## src/hw/rtl/nfba_pkg.sv

```systemverilog
// Shared codes and types of the next-fit block allocator.
package nfba_pkg;

  typedef enum logic [1:0] {
    MODE_ALLOC  = 2'd0,
    MODE_FREE   = 2'd1,
    MODE_QUERY  = 2'd2,
    MODE_RELOAD = 2'd3
  } mode_e;

  typedef enum logic [1:0] {
    ST_OK      = 2'd0,
    ST_NOFIT   = 2'd1,
    ST_NODESC  = 2'd2,
    ST_BADADDR = 2'd3
  } status_e;

  typedef enum logic [1:0] {
    CFG_POOL_START  = 2'd0,
    CFG_POOL_LENGTH = 2'd1,
    CFG_LINE_BYTES  = 2'd2
  } cfg_idx_e;

  localparam logic [31:0] QUERY_MASK    = 32'hFFFF_FFF0;
  localparam logic [31:0] QUERY_BIAS    = 32'd15;
  localparam logic [15:0] LINE_BYTES_RST = 16'd16;

  // Request to the size rounding unit.
  typedef struct packed {
    logic        start;
    logic [32:0] size;
    logic [15:0] gran;
  } rnd_req_t;

  // Answer of the size rounding unit.
  typedef struct packed {
    logic        done;
    logic [33:0] amt;
  } rnd_rsp_t;

endpackage

```

## src/hw/rtl/nfba_round.sv

```systemverilog
// Rounds a request size up to a multiple of the line granule, one quotient bit a cycle.
module nfba_round import nfba_pkg::*; (
  input  logic     clk_i,
  input  logic     rst_ni,
  input  rnd_req_t req_i,
  output rnd_rsp_t rsp_o
);

  logic        busy_q, busy_d;
  logic [5:0]  cnt_q, cnt_d;
  logic [32:0] sh_q, sh_d;
  logic [32:0] sz_q, sz_d;
  logic [15:0] g_q, g_d;
  logic [16:0] rem_q, rem_d;
  logic [16:0] rem_sh;

  always_comb begin
    busy_d = busy_q;
    cnt_d  = cnt_q;
    sh_d   = sh_q;
    sz_d   = sz_q;
    g_d    = g_q;
    rem_d  = rem_q;
    rem_sh = {rem_q[15:0], sh_q[32]};
    if (req_i.start) begin
      busy_d = 1'b1;
      cnt_d  = 6'd33;
      sh_d   = req_i.size;
      sz_d   = req_i.size;
      g_d    = req_i.gran;
      rem_d  = '0;
    end else if (busy_q) begin
      if (cnt_q == 6'd0) begin
        busy_d = 1'b0;
      end else begin
        rem_d = (rem_sh >= {1'b0, g_q}) ? rem_sh - {1'b0, g_q} : rem_sh;
        sh_d  = {sh_q[31:0], 1'b0};
        cnt_d = cnt_q - 6'd1;
      end
    end
  end

  always_ff @(posedge clk_i or negedge rst_ni) begin
    if (!rst_ni) begin
      busy_q <= 1'b0;
      cnt_q  <= '0;
    end else begin
      busy_q <= busy_d;
      cnt_q  <= cnt_d;
    end
  end

  always_ff @(posedge clk_i) begin
    sh_q  <= sh_d;
    sz_q  <= sz_d;
    g_q   <= g_d;
    rem_q <= rem_d;
  end

  assign rsp_o.done = busy_q && (cnt_q == 6'd0);
  assign rsp_o.amt  = (rem_q == 17'd0) ? {1'b0, sz_q}
                    : {1'b0, sz_q} + {18'd0, g_q} - {17'd0, rem_q};

endmodule

```

## config.mk

```make
export PLATFORM = sky130hd
export DESIGN_NAME = nfba_round
export DESIGN_NICKNAME = d
export VERILOG_FILES = /design/src/hw/rtl/nfba_pkg.sv /design/src/hw/rtl/nfba_round.sv
export SDC_FILE = /design/constraint.sdc
export NUM_CORES = 1
export LEC_CHECK = 0
export BUFFER_PORTS_ARGS = -buffer_cell sky130_fd_sc_hd__buf_2
export CORE_MARGIN = 2
export CORE_UTILIZATION = 60
export DETAILED_ROUTE_END_ITERATION = 7
export PLACE_DENSITY_LB_ADDON = 0.08
export SETUP_SLACK_MARGIN = 0.05
export SKIP_LAST_GASP = 1
export SLEW_MARGIN = 20
export SYNTH_ARGS = -nofsm -noshare
export SYNTH_HDL_FRONTEND = slang
export SYNTH_SLANG_ARGS = --single-unit
```

## constraint.sdc

```tcl
create_clock -name clk_i -period 3.92 [get_ports clk_i]
set_clock_uncertainty 0.15 [all_clocks]
set_input_delay 0 -clock clk_i [delete_from_list [all_inputs] [get_ports clk_i]]
set_output_delay 0 -clock clk_i [all_outputs]
set_load 0.01 [all_outputs]
```

==> results.toml, run 1 <==
[power_and_ir_drop]
combinationalPowerShare_pct = 65.2
power.density_mw_per_mm2 = 813.6
power_switching_share_pct = 48.61
power.share.sequential_pct = 22.0
clkPwrFrac_pct = 12.7
peakVddDrop_mv = 0.7207
internal_power_uw = 3846
power.leakage_uw = 0.003999
netSwitchingPower_uw = 3638

[clocking]
clk_root_buffer_cell = "sky130_fd_sc_hd__clkbuf_16"
max-clock-path-buffers = 2
clkTransAtPathRegs_ns = 0.08
clk_latency_ns = 0.37
tritoncts = "done"
cts.htree.levels = 3
tritoncts_num_sinks = 106
numCtsBuffers = 9

[layout]
layout_common_cells = "sky130_fd_sc_hd__inv_1 (101), sky130_fd_sc_hd__buf_2 (85), sky130_fd_sc_hd__edfxtp_1 (82)"
n_antenna_cell = 0
area_growth_pct = 20.43
layout-drive-gt1-share_pct = 18.75
n_fill_cell = 902
final_net_count = 1061
post_layout_nonfiller_instances = 1116
leading_cell_type_in_the_layout_fill_and_taps_excluded = "sky130_fd_sc_hd__inv_1"
final_core_util_pct = 73.49

[yosys]
synthTopCellsByArea = "sky130_fd_sc_hd__edfxtp_1 (32%), sky130_fd_sc_hd__ha_1 (8.7%), sky130_fd_sc_hd__mux2_2 (5.2%)"
netlist_area_mm2 = 0.007639
asyncSetResetFlopFracSynth_pct = 6.604
synth_fp_nets = 931
edff_count_synth = 82
post_synth_inst_count = 809
synth_seq_cells = 106
yosysSeqAreaShare_pct = 38.98
synth_largest_type_area_fraction_pct = 32.24
syn_avg_cell_area_um2 = 9.442
synth_warnings = 0
synthDistinctLibCells = 61
synth_flop_cell = "sky130_fd_sc_hd__edfxtp_1"
yosysTopAreaCell = "sky130_fd_sc_hd__edfxtp_1"

[timing]
rsz0062_at_grt = "no"
worst_slew_margin_relative_to_its_limit_pct = 35.71
final_hold_viol_count = 0
fin_crit_ns = 3.718
fmax_mhz = 269.0
timing_worst_slew_pin_value_ns = 0.9643
timing.final.max_slew_violations = 0
timing.final.setup_violations = 0
final.period_utilization_pct = 94.84

[grt]
globalRouteOverflowTotal = 0
grt_antenna_before_repair = 0
number_of_global_route_vias_before_repair = 6151
grt_use_total_pct = 30.15
pin_count_of_the_biggest_net_entering_global_routing = 68
grt_pass1_wl_um = 31330

[floorplan]
placement_rows = 41
initial_utilization_pct = 61.03
die_outline_width_um = 116.8
core-area_mm2 = 0.01252
num_io_pins = 87
fp.dieH_um = 116.8
die_outline_area_mm2 = 0.01365

[setup_path]
cp_max_fo = 7
critical_path_type = "register to primary output"
critical_path_arrival_ns = 3.57
critPathRequiredTime_ns = 3.77
cp-start-kind = "register"
cp-end-kind = "primary output"

[placement]
io_buffer_count = 86
gp_congestion = 0.9281
placedCellCount = 1045
dp_hpwl_um = 14460

[drt]
detail_route.wirelength_um = 20670
drtIter0Drc = 577
routed_wire_length_per_instance_um = 18.52
drc = 0
detail-route-antenna-nets = 0
firstDrtPassIters = 6
post_drt_via_cell_ratio = 5.935
num_vias = 6624

[min_path]
timing.hold.worst.class = "input port to register"

[status]
status = "finished, final reports clean"

[run]
count_of_max_cap_constraint_violations = 0
## routing by layer
layer	vias to the layer above	GRT usage, %	share of wire (%)
li1	3173	-	-
met1	3126	41.00	43
met2	282	49.09	48
met3	43	4.995	6.7
met4	0	10.90	2.6
met5	-	0	0
## power groups by stage
| stage | registers (µW) | logic (µW) | clock network [µW] |
|---|---|---|---|
| finish | 1650 | 4880 | 952 |
| global route | 1670 | 5330 | 1000 |
| CTS | 1640 | 4690 | 955 |
| detailed placement | 1660 | 4600 | 0 |
| global placement | 1650 | 4520 | 0 |
| floorplan | 1590 | 3150 | 0 |
## area by class of cell
class                           instances  area (µm²)  area share, %
Clock buffer                            9       225.2          2.448
Multi-Input combinational cell        569        4238          46.07
Inverter                              101       379.1          4.121
Timing Repair Buffer                  152        1071          11.64
Sequential cell                       106        2979          32.39
Tap cell                              172       215.2          2.339
Clock inverter                          7       91.34         0.9929
## logic make-up (layout without fill, tap and decap cells)
kind of cell | count (synthesis) | after routing | share of synthesized area (%)
AO/OA/AOI/OAI | 223 | 223 | 18.80
AND/OR/NAND/NOR | 201 | 201 | 12.68
buffers and inverters | 134 | 269 | 6.601
flip-flops | 106 | 106 | 38.98
adder cells (fa/ha/maj) | 70 | 70 | 13.14
multiplexers | 38 | 38 | 5.553
XOR/XNOR | 37 | 37 | 4.242
## critical path, stage by stage, from the launching register on
cell and delay (ns):
sky130_fd_sc_hd__edfxtp_1 0.35, sky130_fd_sc_hd__inv_1 0.06, sky130_fd_sc_hd__fa_1 0.54, sky130_fd_sc_hd__inv_1 0.05, sky130_fd_sc_hd__ha_2 0.41, sky130_fd_sc_hd__and4_1 0.25, sky130_fd_sc_hd__o2111a_1 0.21, sky130_fd_sc_hd__o21ai_2 0.10
sky130_fd_sc_hd__a211oi_2 0.26, sky130_fd_sc_hd__buf_4 0.17, sky130_fd_sc_hd__a41oi_2 0.17, sky130_fd_sc_hd__o31ai_2 0.26, sky130_fd_sc_hd__mux2i_1 0.21, sky130_fd_sc_hd__buf_2 0.15
## cell usage after synthesis (4+ instances only)
cell type,instances
sky130_fd_sc_hd__nor4_1,8
sky130_fd_sc_hd__o2111ai_1,4
sky130_fd_sc_hd__o31ai_1,6
sky130_fd_sc_hd__fa_1,17
sky130_fd_sc_hd__nand2b_1,9
sky130_fd_sc_hd__inv_1,101
sky130_fd_sc_hd__a21oi_1,70
sky130_fd_sc_hd__or3_1,4
sky130_fd_sc_hd__o21a_1,10
sky130_fd_sc_hd__a311oi_1,8
sky130_fd_sc_hd__nor3_1,10
sky130_fd_sc_hd__a21o_1,19
sky130_fd_sc_hd__and2_1,4
sky130_fd_sc_hd__o211ai_1,8
sky130_fd_sc_hd__nand3_1,6
sky130_fd_sc_hd__o21bai_1,8
sky130_fd_sc_hd__nand4_1,10
sky130_fd_sc_hd__clkbuf_1,30
sky130_fd_sc_hd__dfrtp_1,7
sky130_fd_sc_hd__o21ai_0,38
sky130_fd_sc_hd__a211oi_1,19
sky130_fd_sc_hd__and4_1,5
sky130_fd_sc_hd__dfxtp_1,17
sky130_fd_sc_hd__nor2b_1,5
sky130_fd_sc_hd__edfxtp_1,82
sky130_fd_sc_hd__xnor2_1,16
sky130_fd_sc_hd__a31oi_1,11
sky130_fd_sc_hd__mux2_2,35
sky130_fd_sc_hd__ha_1,53
sky130_fd_sc_hd__nor2_1,60
sky130_fd_sc_hd__xor2_1,21
sky130_fd_sc_hd__nand2_1,64
## what timing repair did
item | CTS | global route
resized for setup | 2 | 16
hold buffers | 52 | 0
endpoints found under the hold margin | 94 | 0
buffers inserted | 0 | 3
setup endpoints to repair | 3 | 10
pin swaps | 0 | 3
## registers in the layout, indices dropped and copies added, names as in the netlist
name	count
busy_q	1
cnt_q	6
g_q	16
rem_q	17
sh_q	33
sz_q	33
## stage by stage
stage / setup slack [ns] / setup TNS, ns / hold slack [ns] / power, µW / area [µm²]
2_1_floorplan: 0.7040 / 0 / -0.4456 / 4738 / 7639
3_3_place_gp: 0.4771 / 0 / -0.3181 / 6169 / 8262
3_5_place_dp: 0.3940 / 0 / -0.3156 / 6263 / 8262
4_1_cts: -0.004925 / -0.004925 / 0.1767 / 7287 / 9105
5_1_grt: 0.04584 / 0 / 0.1982 / 8002 / 9199
6_report: 0.2021 / 0 / 0.1901 / 7484 / 9199
## worst paths after layout
path | start | endpoint | slack (ns) | cells after the start
max in group asynchronous | rst_ni | cnt_q[5] | 2.91 | 3
setup reg to reg | g_q[1] | rem_q[4] | 0.66 | 9
setup / recovery | sz_q[12] | rsp_o[33] | 0.20 | 13
hold reg to reg | rem_q[9] | rem_q[9] | 0.39 | 2
min in group asynchronous | rst_ni | cnt_q[3] | 0.46 | 3
hold / removal | req_i[9] | g_q[9] | 0.19 | 2
(Power assumes the default switching activity.)
==> inputs of run 2 (changes only) <==
--- a/config.mk
+++ b/config.mk
@@ -6,6 +6,7 @@
 export NUM_CORES = 1
 export LEC_CHECK = 0
 export BUFFER_PORTS_ARGS = -buffer_cell sky130_fd_sc_hd__buf_2
+export CORE_ASPECT_RATIO = 1.75
 export CORE_MARGIN = 2
 export CORE_UTILIZATION = 60
 export DETAILED_ROUTE_END_ITERATION = 7
==> run 2 against run 1 <==
Compared with the run above:
- combinational power is 1% lower
- utilization is 0.37 points lower
- cell area is 1.2% lower
- first-iteration DRC count is 47% lower
- flip-flop and latch count stayed put
- maximum frequency is 3.0% lower
- critical path type unchanged
==> results.toml, run 2 (same netlist as run 1, synthesis figures left out) <==
[status]
status = "finished, final reports clean"

[power_and_ir_drop]
internal_power_uw = 3774
clkPwrFrac_pct = 12.3
power.leakage_uw = 0.003958
power.share.sequential_pct = 22.4
power.density_mw_per_mm2 = 809.9
netSwitchingPower_uw = 3588
combinationalPowerShare_pct = 65.3
power_switching_share_pct = 48.73
peakVddDrop_mv = 0.6203

[layout]
n_antenna_cell = 0
final_net_count = 1056
post_layout_nonfiller_instances = 1107
layout_common_cells = "sky130_fd_sc_hd__inv_1 (101), sky130_fd_sc_hd__buf_2 (85), sky130_fd_sc_hd__edfxtp_1 (82)"
area_growth_pct = 19.00
biggestRegsByFlops = "sh_q (33), sz_q (33), rem_q (17)"
stdcell_area_mm2 = 0.009090
leading_cell_type_in_the_layout_fill_and_taps_excluded = "sky130_fd_sc_hd__inv_1"
layout-drive-gt1-share_pct = 17.68

[placement]
placedCellCount = 1038
dp_hpwl_um = 15710
placement.cell_area_mm2 = 0.008222
io_buffer_count = 86
gp_congestion = 1.035

[drt]
post_drt_via_cell_ratio = 5.966
detail_route.wirelength_um = 21180
firstDrtPassIters = 5
routed_wire_length_per_instance_um = 19.14
drc = 0
drtIter0Drc = 307
detail-route-antenna-nets = 0
num_vias = 6604

[setup_path]
critical_path_type = "register to primary output"
crit_cells = 12
crit_path_top_delay_cell = "sky130_fd_sc_hd__fa_1"
crit_path_max_incr_delay_ns = 0.58
timing.critical_path.cells = "inv_1, fa_1, inv_1, ha_1, a211oi_1, o21ai_1, o21ai_2, a211oi_2, a41oi_1, o31ai_1, mux2i_1, buf_2"
critical_path_arrival_ns = 3.68
cp-end-kind = "primary output"
timing.critical_path.max_delay_family = "compound AO/OA/AOI/OAI gates"
cell_seen_most_often_among_critical_path_stages = "sky130_fd_sc_hd__inv_1"
cp_max_fo = 4
timing.reg2reg.worst_path_depth = 9
critPathRequiredTime_ns = 3.77
cp-start-kind = "register"
cp.buffers_inverters = 3

[floorplan]
die_outline_width_um = 89.29
fp.dieH_um = 153.3
num_io_pins = 87
placement_rows = 54
initial_utilization_pct = 61.44
core-area_mm2 = 0.01243
die_outline_area_mm2 = 0.01368

[grt]
pin_count_of_the_biggest_net_entering_global_routing = 48
globalRouteOverflowTotal = 0
grt_antenna_before_repair = 0
grt_use_total_pct = 31.29
number_of_global_route_vias_before_repair = 6799
grt_pass1_wl_um = 32620

[clocking]
tritoncts = "done"
max-clock-path-buffers = 2
clk_root_buffer_cell = "sky130_fd_sc_hd__clkbuf_16"
cts.htree.levels = 3
tritoncts_num_sinks = 106
clk_latency_ns = 0.36
clkTransAtPathRegs_ns = 0.08
numCtsBuffers = 9

[timing]
timing.final.setup_violations = 0
final_hold_viol_count = 0
fmax_mhz = 260.8
timing.final.max_slew_violations = 0
timing_worst_slew_pin_value_ns = 0.8039
fin_crit_ns = 3.834
worst_slew_margin_relative_to_its_limit_pct = 46.11
final.period_utilization_pct = 97.81
rsz0062_at_grt = "yes"

[min_path]
timing.hold.worst.class = "input port to register"
holdPathStages = 2

[run]
count_of_max_cap_constraint_violations = 0
-- run 2: area by class of cell --
class | count | area, µm²
Inverter | 101 | 379.1
Fill cell | 1019 | 3342
Multi-Input combinational cell | 569 | 4215
Clock inverter | 7 | 61.31
Tap cell | 168 | 210.2
Sequential cell | 106 | 2978
Clock buffer | 9 | 225.2
Timing Repair Buffer | 147 | 1021
-- run 2: path summary, 6_finish.rpt --
check | start | end | slack [ns]
setup reg to reg | g_q[1] | rem_q[5] | 0.66
min in group asynchronous | rst_ni | cnt_q[2] | 0.44
setup / recovery | g_q[1] | rsp_o[33] | 0.09
hold / removal | req_i[1] | g_q[1] | 0.20
hold reg to reg | rem_q[9] | rem_q[9] | 0.39
max in group asynchronous | rst_ni | busy_q | 2.94
-- run 2: power groups by stage --
stage               logic [µW]  registers (µW)  clock network [µW]
global route              5230            1670                 948
detailed placement        4610            1670                   0
CTS                       4690            1650                 910
finish                    4810            1650                 902
global placement          4540            1660                   0
floorplan                 3150            1590                   0
-- run 2: layer usage --
metal / up-vias / routed length (µm) / part of all wire, % / GRT usage (%)
met1: 3166 / 7360 / 35 / 30.26
li1: 3146 / - / - / -
met2: 218 / 11850 / 56 / 59.86
met4: 0 / 1169 / 5.5 / 17.20
met5: - / 0 / 0 / 0
met3: 74 / 804 / 3.8 / 4.104
-- run 2: what timing repair did --
item,CTS,global route
hold endpoints to repair,116,0
pin swaps,0,2
setup buffers,0,1
hold buffers,52,0
cloned,0,0
endpoints found under the setup margin,5,11
resized for setup,3,12
-- run 2: through the flow --
stage / utilization, % / total power, µW / setup WS [ns] / TNS, ns / hold slack (ns)
finish: 73.12 / 7362 / 0.08602 / 0 / 0.1981
global route: 73.12 / 7853 / -0.04058 / -0.04058 / 0.2034
CTS: 72.69 / 7245 / 0.008333 / 0 / 0.1930
detailed placement: 66.13 / 6286 / 0.2813 / 0 / -0.3084
global placement: 66.13 / 6204 / 0.4623 / 0 / -0.3161
floorplan: - / 4738 / 0.7040 / 0 / -0.4456
==> inputs of run 3 (changes only) <==
--- a/config.mk
+++ b/config.mk
@@ -11,6 +11,7 @@
 export CORE_UTILIZATION = 60
 export DETAILED_ROUTE_END_ITERATION = 7
 export PLACE_DENSITY_LB_ADDON = 0.08
+export RECOVER_POWER = 50
 export SETUP_SLACK_MARGIN = 0.05
 export SKIP_LAST_GASP = 1
 export SLEW_MARGIN = 20
==> run 3 against run 2 <==
Compared with the run above:
- the flow now finishes with violations (max-capacitance violations, max-slew violations)
- count of clock-buffer cells in the layout is the same
- combinational power is essentially flat
- non-clock buffer count is the same
- total power is essentially flat
- sequential share of layout area grew 0.15 points
- sequential power is essentially flat
- first-iteration DRC count grew 3.6%
- maximum frequency is essentially flat
- cell area shrank 0.45%
- via count shrank 0.26%
- global-route usage is the same
- register-to-register slack is essentially flat
- largest cell class unchanged
- largest power group unchanged
==> results.toml, run 3 (same netlist as run 1, synthesis figures left out) <==
[status]
status = "finished, violations left"
violations = "max-capacitance violations, max-slew violations"

[setup_path]
timing.critical_path.cells = "inv_1, fa_1, inv_1, ha_1, a211oi_1, o21ai_1, o21ai_2, a211oi_2, a41oi_1, o31ai_1, mux2i_1, buf_2"
timing.rr.end = "rem_q[5]"
critPathRequiredTime_ns = 3.77
critical_path_type = "register to primary output"
cp_max_fo = 4
setup.worst_path.start = "g_q[1]"
critical_path_arrival_ns = 3.69
timing.reg2reg.worst_path_depth = 9
r2r_start = "g_q[1]"
cp-start-kind = "register"
cp-end-kind = "primary output"
crit_path_top_delay_cell = "sky130_fd_sc_hd__fa_1"
cell_seen_most_often_among_critical_path_stages = "sky130_fd_sc_hd__inv_1"
worst_reg2reg_setup_slack_ns = 0.66
crit_path_max_incr_delay_ns = 0.59

[power_and_ir_drop]
power.leakage_uw = 0.003879
peakVddDrop_mv = 0.6178
power.density_mw_per_mm2 = 813.2

[grt]
pin_count_of_the_biggest_net_entering_global_routing = 48
grt_use_total_pct = 31.29
grt_antenna_before_repair = 0
globalRouteOverflowTotal = 0
grt_pass1_wl_um = 32620
number_of_global_route_vias_before_repair = 6799

[layout]
leading_cell_type_in_the_layout_fill_and_taps_excluded = "sky130_fd_sc_hd__inv_1"
biggestRegsByFlops = "sh_q (33), sz_q (33), rem_q (17)"
final_net_count = 1056
n_antenna_cell = 0
layout_common_cells = "sky130_fd_sc_hd__inv_1 (101), sky130_fd_sc_hd__edfxtp_1 (82), sky130_fd_sc_hd__a21oi_1 (65)"
stdcell_area_mm2 = 0.009049
area_growth_pct = 18.46
layout-drive-gt1-share_pct = 14.80

[clocking]
tritoncts = "done"
cts.htree.levels = 3
clk_latency_ns = 0.36
numCtsBuffers = 9
max-clock-path-buffers = 2
clkTransAtPathRegs_ns = 0.08
tritoncts_num_sinks = 106
clk_root_buffer_cell = "sky130_fd_sc_hd__clkbuf_16"

[timing]
timing.final.setup_violations = 0
rsz0062_at_grt = "yes"
timing_worst_slew_pin_value_ns = 1.857
setup_tns_ns = 0
worst_slew_margin_relative_to_its_limit_pct = -23.81
post-route-worst-setup-slack_ns = 0.08235
whs_ns = 0.1976
fin_crit_ns = 3.838
timing.final.max_slew_violations = 37
fmax_mhz = 260.6
final_hold_viol_count = 0
final.period_utilization_pct = 97.90

[floorplan]
die_outline_width_um = 89.29
fp.dieH_um = 153.3
die_outline_area_mm2 = 0.01368
initial_utilization_pct = 61.44
core-area_mm2 = 0.01243
placement_rows = 54
num_io_pins = 87

[placement]
placement.cell_area_mm2 = 0.008222
dp_hpwl_um = 15710
dp_worst_setup_slack_ns = 0.2813
gp_congestion = 1.035
io_buffer_count = 86

[drt]
post_drt_via_cell_ratio = 5.950
num_vias = 6587
met3_length_um = 777
routed_wire_length_per_instance_um = 19.14
detail-route-antenna-nets = 0
firstDrtPassIters = 5
drc = 0
met2_routed_wirelength_um = 12040
detail_route.wirelength_um = 21190
wl_met1_um = 7289
top_signal_layer_used = "met4"
drtIter0Drc = 318

[min_path]
timing.hold.worst.class = "input port to register"
holdPathStages = 2
holdPathEnd = "g_q[1]"
hold_path_startpoint = "req_i[1]"

[run]
count_of_max_cap_constraint_violations = 1
-- run 3: cell types whose count changed in the layout (fill, tap and decap cells not counted) --
cell / before / now
sky130_fd_sc_hd__clkbuf_2: 0 / 1
sky130_fd_sc_hd__clkbuf_1: 0 / 27
sky130_fd_sc_hd__buf_2: 85 / 60
sky130_fd_sc_hd__buf_4: 10 / 7
-- run 3: worst max path at each step --
stage / cells after the start / slack (ns) / end
global route: 12 / -0.04 / rsp_o[33]
CTS: 12 / 0.008 / rsp_o[33]
floorplan: 12 / 0.70 / rsp_o[33]
detailed placement: 12 / 0.28 / rsp_o[33]
global placement: 12 / 0.46 / rsp_o[33]
finish: 12 / 0.08 / rsp_o[33]
-- run 3: timing repair --
item,CTS,global route
setup buffers,0,1
pin swaps,0,2
resized for setup,3,12
hold buffers,52,0
endpoints found under the setup margin,5,11
hold endpoints to repair,116,0
-- run 3: power breakdown --
group	internal [µW]	total, µW	switching [µW]	leakage (µW)
clock	445	901	457	0.000140
combinational	1880	4810	2930	0.00269
sequential	1450	1650	200	0.00105
total	3770	7360	3590	0.00388
-- run 3: critical path, delay by kind of cell (launching register included) --
family	cells	cell delay [ns]
AOI/OAI and AO/OA	6	1.46
adders and majority gates	2	0.89
DFF	1	0.39
buffers and inverters	3	0.33
muxes	1	0.26
-- run 3: final cells by class --
type	instances	area, µm²
well taps	168	210.2
inverters	101	379.1
clock inverters	7	61.31
repair buffers	147	979.7
fillers	1038	3383
flip-flops and latches	106	2978
clock buffers	9	225.2
multi-input cells	569	4215
-- run 3: metal layers --
metal,GRT usage (%),vias up
met5,0,-
met3,4.104,66
met2,59.86,206
met1,30.26,3172
li1,-,3143
met4,17.20,0
-- run 3: stage by stage --
stage,std cells,power [µW],utilization (%)
6_report,1107,7358,72.79
5_1_grt,1107,7851,72.79
4_1_cts,1106,7245,72.69
3_5_place_dp,1038,6286,66.13
3_3_place_gp,1038,6204,66.13
2_1_floorplan,809,4738,-
